## config.mk

```make
export PLATFORM = sky130hd
export DESIGN_NAME = gbrs_mac
export DESIGN_NICKNAME = d
export VERILOG_FILES = /design/src/hdl/gbrs_pkg.sv /design/src/hdl/gbrs_mac.sv
export SDC_FILE = /design/constraint.sdc
export NUM_CORES = 2
export LEC_CHECK = 0
export BUFFER_PORTS_ARGS = -buffer_cell sky130_fd_sc_hd__buf_2
export CORE_MARGIN = 3
export CORE_UTILIZATION = 30
export DETAILED_ROUTE_END_ITERATION = 8
export PLACE_DENSITY_LB_ADDON = 0.25
export REMOVE_ABC_BUFFERS = 1
export SLEW_MARGIN = 40
export SYNTH_ARGS = -nofsm -noshare
export SYNTH_HDL_FRONTEND = slang
export SYNTH_SLANG_ARGS = --single-unit
```

## constraint.sdc

```tcl
create_clock -name aclk -period 8.15 [get_ports aclk]
set_clock_uncertainty 0.15 [all_clocks]
set_input_delay 1.63 -clock aclk [delete_from_list [all_inputs] [get_ports aclk]]
set_output_delay 1.63 -clock aclk [all_outputs]
set_load 0.005 [all_outputs]
```

## src/hdl/gbrs_pkg.sv

```systemverilog
// ----------------------------------------------------------------------------
// gbrs_pkg
// shared types and constants of the rgb gaussian blur stream block
// ----------------------------------------------------------------------------
`default_nettype none

package gbrs_pkg;

    localparam int RADIUS_DEF     = 1;
    localparam int MAX_WIDTH_DEF  = 4096;
    localparam int MAX_HEIGHT_DEF = 8192;

    localparam int CH_W        = 8;
    localparam int PIX_W       = 3 * CH_W;
    localparam int WGT_W       = 16;
    localparam int NWGT        = 4;
    localparam int WSEL_W      = 2;
    localparam int ROW_FIELD_W = 13;
    localparam int COL_FIELD_W = 12;
    localparam int IMG_W_W     = 13;
    localparam int IMG_H_W     = 14;
    localparam int CFG_IDX_W   = 3;
    localparam int CFG_DATA_W  = 16;
    localparam int SAT_MAX     = 255;
    localparam int FRAC_SHIFT  = 2 * WGT_W;
    localparam int S_TDATA_W   = PIX_W;
    localparam int M_TDATA_W   = 56;

    localparam logic [IMG_W_W-1:0] IMAGE_WIDTH_RST  = IMG_W_W'(640);
    localparam logic [IMG_H_W-1:0] IMAGE_HEIGHT_RST = IMG_H_W'(480);
    localparam logic [WGT_W-1:0]   WEIGHT_0_RST     = WGT_W'(65535);

    localparam logic [CFG_IDX_W-1:0] CFG_IMAGE_WIDTH  = 3'd0;
    localparam logic [CFG_IDX_W-1:0] CFG_IMAGE_HEIGHT = 3'd1;
    localparam logic [CFG_IDX_W-1:0] CFG_WEIGHT_0     = 3'd2;
    localparam logic [CFG_IDX_W-1:0] CFG_WEIGHT_1     = 3'd3;
    localparam logic [CFG_IDX_W-1:0] CFG_WEIGHT_2     = 3'd4;
    localparam logic [CFG_IDX_W-1:0] CFG_WEIGHT_3     = 3'd5;

    localparam logic OP_PIXEL = 1'b0;
    localparam logic OP_FLUSH = 1'b1;

    typedef enum logic [2:0] {
        ST_IDLE,
        ST_CHECK,
        ST_ISSUE,
        ST_DRAIN,
        ST_PUSH
    } state_t;

    typedef struct packed {
        logic              issue;
        logic              first;
        logic [WSEL_W-1:0] wr_sel;
        logic [WSEL_W-1:0] wc_sel;
    } tap_ctl_t;

endpackage

`default_nettype wire

```

## src/hdl/gbrs_mac.sv

```systemverilog
// ----------------------------------------------------------------------------
// gbrs_mac
// tap weight product, per channel multiply and accumulate
// ----------------------------------------------------------------------------
`default_nettype none

module gbrs_mac import gbrs_pkg::*; #(
    parameter int ACC_W = FRAC_SHIFT + CH_W + 4
) (
    input  wire logic                        aclk,
    input  wire logic                        aresetn,
    input  wire tap_ctl_t                    tap,
    input  wire logic [NWGT-1:0][WGT_W-1:0]  weight,
    input  wire logic [PIX_W-1:0]            rd_data,
    output logic      [ACC_W-1:0]            acc_red,
    output logic      [ACC_W-1:0]            acc_green,
    output logic      [ACC_W-1:0]            acc_blue,
    output logic                             busy
);

    localparam int K_W    = 2 * WGT_W;
    localparam int PROD_W = K_W + CH_W;

    logic              a_valid_reg, b_valid_reg;
    logic              a_first_reg, b_first_reg;
    logic [K_W-1:0]    k_reg;
    logic [PROD_W-1:0] prod_red_reg, prod_green_reg, prod_blue_reg;
    logic [ACC_W-1:0]  acc_red_reg, acc_green_reg, acc_blue_reg;

    always_ff @(posedge aclk) begin
        if (!aresetn) begin
            a_valid_reg <= 1'b0;
            b_valid_reg <= 1'b0;
        end else begin
            a_valid_reg <= tap.issue;
            b_valid_reg <= a_valid_reg;
        end
    end

    always_ff @(posedge aclk) begin
        a_first_reg    <= tap.first;
        k_reg          <= K_W'(weight[tap.wr_sel]) * K_W'(weight[tap.wc_sel]);
        b_first_reg    <= a_first_reg;
        prod_red_reg   <= PROD_W'(k_reg) * PROD_W'(rd_data[3*CH_W-1:2*CH_W]);
        prod_green_reg <= PROD_W'(k_reg) * PROD_W'(rd_data[2*CH_W-1:CH_W]);
        prod_blue_reg  <= PROD_W'(k_reg) * PROD_W'(rd_data[CH_W-1:0]);
        if (b_valid_reg) begin
            if (b_first_reg) begin
                acc_red_reg   <= ACC_W'(prod_red_reg);
                acc_green_reg <= ACC_W'(prod_green_reg);
                acc_blue_reg  <= ACC_W'(prod_blue_reg);
            end else begin
                acc_red_reg   <= acc_red_reg + ACC_W'(prod_red_reg);
                acc_green_reg <= acc_green_reg + ACC_W'(prod_green_reg);
                acc_blue_reg  <= acc_blue_reg + ACC_W'(prod_blue_reg);
            end
        end
    end

    assign acc_red   = acc_red_reg;
    assign acc_green = acc_green_reg;
    assign acc_blue  = acc_blue_reg;
    assign busy      = a_valid_reg | b_valid_reg;

endmodule

`default_nettype wire

```

; ---- Word-level counts from Yosys, hierarchy flattened
; Index checks and enable logic that the tools add are counted.
[totals]
register_bits = 288
latch_bits = 0
ram_bits = 0
mem_bits_ro = 0
input_bits = 96
out_inout_bits = 133
elab_cells = 31
memories = 0
[op_classes]
add_sub_neg = 3
n_mul = 4
n_div = 0
magnitude_cmp = 2
n_eq_ne = 0
shifts = 0
muxes = 7
n_bitwise = 1
n_reduce_logical = 0
[ops]
columns = operator, n
row1 = $add 44x40->44, 3
row2 = $mul 32x8->40, 3
row3 = $mux 40, 3
row4 = $bmux 16 s2, 2
row5 = $mul 16x16->32, 1
row6 = $mux 16, 2
row7 = $lt 2x3->1 const B, 2
row8 = $or 1x1->1, 1

; ---- Depth between registers and ports, before layout
[logic_depth]
word_depth = 3
mapped_depth = 28
ltp_nobuf = 26

; ---- Worst setup path after synthesis
; No wires, ideal clock.
[synth_timing]
path_type = input -> register
from = in tap[1] in the netlist's numbering
to = reg k_reg[28]
setup_time_ns = 0.127
arrival_time_ns = 8.569
required_time_ns = 7.873
slack_ns = -0.697
path_stages = 26
cell_sequence = clkbuf_1 > buf_1 > mux2_2 > o21ai_1 > clkbuf_1 > nor2_1 > fa_1 > inv_1 > fa_1 > fa_1 > fa_1 > inv_1 > fa_1 > inv_1 > fa_1 > inv_1 > ha_1 > a21o_1 > a21oi_1 > nor2_1 > a311o_1 > o21a_1 > a311o_1 > a2111oi_2 > nor3_1 > xor2_1
[synth_via]
elab_chain_len = 3
[synth_lines]
columns = item, line
row1 = "start, declared", gbrs_mac.sv:12  ; input wire tap_ctl_t tap,
row2 = $bmux 16 s2, gbrs_mac.sv:42  ; k_reg <= K_W'(weight[tap.wr_sel]) * K_W'(weight[tap.wc_sel]);
row3 = $mux 16 (not written as such), gbrs_mac.sv:42
row4 = $mul 16x16->32, gbrs_mac.sv:42
row5 = "end signal, assigned", gbrs_mac.sv:42
row6 = "end, declared", gbrs_mac.sv:26  ; logic [K_W-1:0] k_reg;
; No other way between the ends. The select of a mux whose other input is x is not followed.
; A chain may end at the register's enable or synchronous reset.

; ---- Worst setup path after layout
[layout_timing]
from = in tap[1] in the netlist's numbering
to = reg k_reg[31]
; Same word-level chain as after synthesis.

==> results_dict.tcl <==
set metrics [dict create \
    detail_route.wl_per_cell_um 17.2 \
    drt-initial-drc-count 1927 \
    synth_area_sq_um 47400 \
    cpMostUsedCell "fa_1" \
    synth_seq_area_share 0.149 \
    arrival_ns 8.09 \
    grt_usage 0.162 \
    clock_latency_ns 0.58 \
    grt_first_pass_wirelength_um 214000 \
    gp_congestion 0.889 \
    layout_min_cycle_time_ns 7.75 \
    die_area_sq_um 163000 \
    rsz0062_at_grt "no" \
    via_count 37100 \
    final_layout_size_suffix_gt1_frac 0.101 \
    core_area_sq_um 157000 \
    crit_family "adder cells" \
    rrSetupSlack_ns 1.87 \
    num_rows 145 \
    crit_path_max_incr_delay_ns 0.52 \
    relSlewSlack 0.431 \
    min_period_over_period 0.950 \
    clk_pin_slew_ns 0.06 \
    antenna_found_initial 16 \
    end_kind "flip-flop" \
    hold_violations 0 \
    ys.flop_type "dfxtp_1" \
    area_growth_pct 11.4 \
    postCtsSetupRepairBufs 0 \
    fmax_ghz 0.129 \
    overflow 0 \
    cts-root-buf "clkbuf_16" \
    cp.buffers_inverters 9 \
    run_status "completed" \
    maxSlewViolCount 0 \
    hp-class "flip-flop to flip-flop" \
    start_util 0.303 \
    synth.distinct_cells 74 \
    post_cts_resize_count 0 \
    ys_warn_count 0 \
    cp-start-kind "input pin" \
    cts_tree "done" \
    routed_wl_um 131000 \
    synthCells 5372 \
    cts.sinks 288 \
    clock_path_buffers 3 \
    cp.required_ns 8.49 \
    cp_max_fo 9 \
    multi_input_area_sq_um 36600 \
    dieWidth_um 404 \
    async_reset_ff_frac 0 \
    critical_path_class "input pin to flip-flop" \
    drc_errors 0 \
    ff_latch_area_sq_um 7110 \
    synth_edf_count 132 \
    slowest_stage "fa_1" \
    tightest_slew_ns 0.852 \
    yosys_register_bits 288 \
    io_pins 229 \
    cap_viol_max_count 0 \
    fillers 16300 \
    hpwl_um 106000 \
    nets 6790 \
    grt_max_degree 89 \
    cts_hold_buf 0 \
    viasPerCell 4.85 \
    ant_nets 0 \
    grt_pass1_vias 39300 \
    fp.dieH_um 404 \
    io_buffers 228 \
    holdWs_ns 0.181 \
    syn_avg_cell_area_sq_um 8.83 \
    drt_first_pass_iters 5 \
    cts_buffers 37 \
    cts_max_level 2 \
    setup_violations 0 \
]
## routing by layer
metal / global-route usage / part of all wire / up-vias
met4: 0.0432 / 0.027 / 2
li1: - / - / 17800
met1: 0.212 / 0.45 / 18400
met2: 0.286 / 0.49 / 757
met5: 0 / 0.000091 / -
met3: 0.0147 / 0.037 / 159
## cells in the mapped netlist (7+ instances only)
cell type / instances / share of area
nand2_1: 860 / 0.068
fa_1: 737 / 0.31
inv_1: 709 / 0.056
ha_1: 404 / 0.11
and2_1: 351 / 0.046
clkbuf_1: 270 / 0.021
a21oi_1: 246 / 0.026
o21ai_0: 238 / 0.025
nor2_1: 231 / 0.018
a21o_1: 156 / 0.025
dfxtp_1: 156 / 0.066
xnor2_1: 148 / 0.027
edfxtp_1: 132 / 0.084
xor2_1: 89 / 0.016
nand3_1: 58 / 0.0061
nand4_1: 44 / 0.0058
a31oi_1: 42 / 0.0055
nor3_1: 42 / 0.0044
o21a_1: 36 / 0.0057
nor2b_1: 32 / 0.0042
a211oi_1: 31 / 0.0049
o21bai_1: 28 / 0.0044
mux2_2: 26 / 0.0062
and3_1: 23 / 0.0030
nand2b_1: 21 / 0.0028
o31ai_1: 19 / 0.0030
mux4_2: 17 / 0.0081
o211ai_1: 17 / 0.0027
mux2i_1: 16 / 0.0034
o21ai_1: 16 / 0.0017
a311oi_1: 11 / 0.0020
nor3b_1: 11 / 0.0017
or2_2: 11 / 0.0015
and4_1: 9 / 0.0017
a2111oi_0: 8 / 0.0015
a21boi_0: 8 / 0.0013
a221oi_1: 7 / 0.0013
a31o_2: 7 / 0.0013
nor4_1: 7 / 0.00092
## worst paths after layout
kind,from,end,cells after the start
min reg2reg,a_first_reg,b_first_reg,0
max reg2reg,k_reg[10],prod_green_reg[39],17
max,tap[1],k_reg[31],27
min,a_first_reg,b_first_reg,0
## per-stage QoR
step	std cells	area, sq um	utilization	setup WS, ns	TNS, ns
final	7644	52800	0.338	0.404	0
after global routing	7643	52800	0.338	0.0936	0
after floorplan	5096	46400	-	-0.137	-0.137
after detailed placement	7572	51600	0.329	-0.217	-0.718
after global placement	7570	51500	0.329	-0.215	-0.650
after CTS	7637	52800	0.337	0.416	0
## placed cells by master (no fill, tap or decap), types with 16 or more instances in the layout
| master | synthesis | final |
|---|---|---|
| o21ai_1 | 16 | 16 |
| nor3_1 | 42 | 42 |
| o21bai_1 | 28 | 28 |
| dfxtp_1 | 156 | 141 |
| o211ai_1 | 17 | 17 |
| a211oi_1 | 31 | 31 |
| edfxtp_1 | 132 | 132 |
| xnor2_1 | 148 | 148 |
| ha_1 | 404 | 404 |
| and3_1 | 23 | 23 |
| nor2_1 | 231 | 231 |
| mux2_2 | 26 | 26 |
| mux4_2 | 17 | 17 |
| a31oi_1 | 42 | 42 |
| fa_1 | 737 | 737 |
| a21o_1 | 156 | 156 |
| o31ai_1 | 19 | 19 |
| inv_1 | 709 | 709 |
| buf_4 | 0 | 187 |
| nand3_1 | 58 | 58 |
| a21oi_1 | 246 | 246 |
| mux2i_1 | 16 | 16 |
| nand4_1 | 44 | 44 |
| nor2b_1 | 32 | 32 |
| nand2_1 | 860 | 860 |
| nand2b_1 | 21 | 21 |
| clkbuf_16 | 0 | 42 |
| o21a_1 | 36 | 36 |
| and2_1 | 351 | 351 |
| xor2_1 | 89 | 89 |
| o21ai_0 | 238 | 238 |
| buf_2 | 0 | 228 |
## cells by family (layout without fill, tap and decap cells)
family,count (synthesis),after routing,share of synthesized area
and+or+nand+nor,1727,1727,0.169
adders and majority gates,1141,1141,0.418
other,0,7,0
muxes,59,59,0.0176
DFF,288,288,0.149
buffers and inverters,985,1192,0.0780
xor gates and xnor gates,237,237,0.0438
AOI/OAI and AO/OA,935,935,0.124
## cell type report
class                   count  share of cell area
inverters                 709              0.0504
repair buffers            418              0.0491
multi-input cells        4099               0.693
flip-flops and latches    288               0.135
clock buffers              46              0.0204
diodes                      7            0.000331
clock inverters            19             0.00320
well taps                2058              0.0487
Power is not shown: default switching activity piles up to over one toggle a cycle in this logic, so the estimate is an artifact.
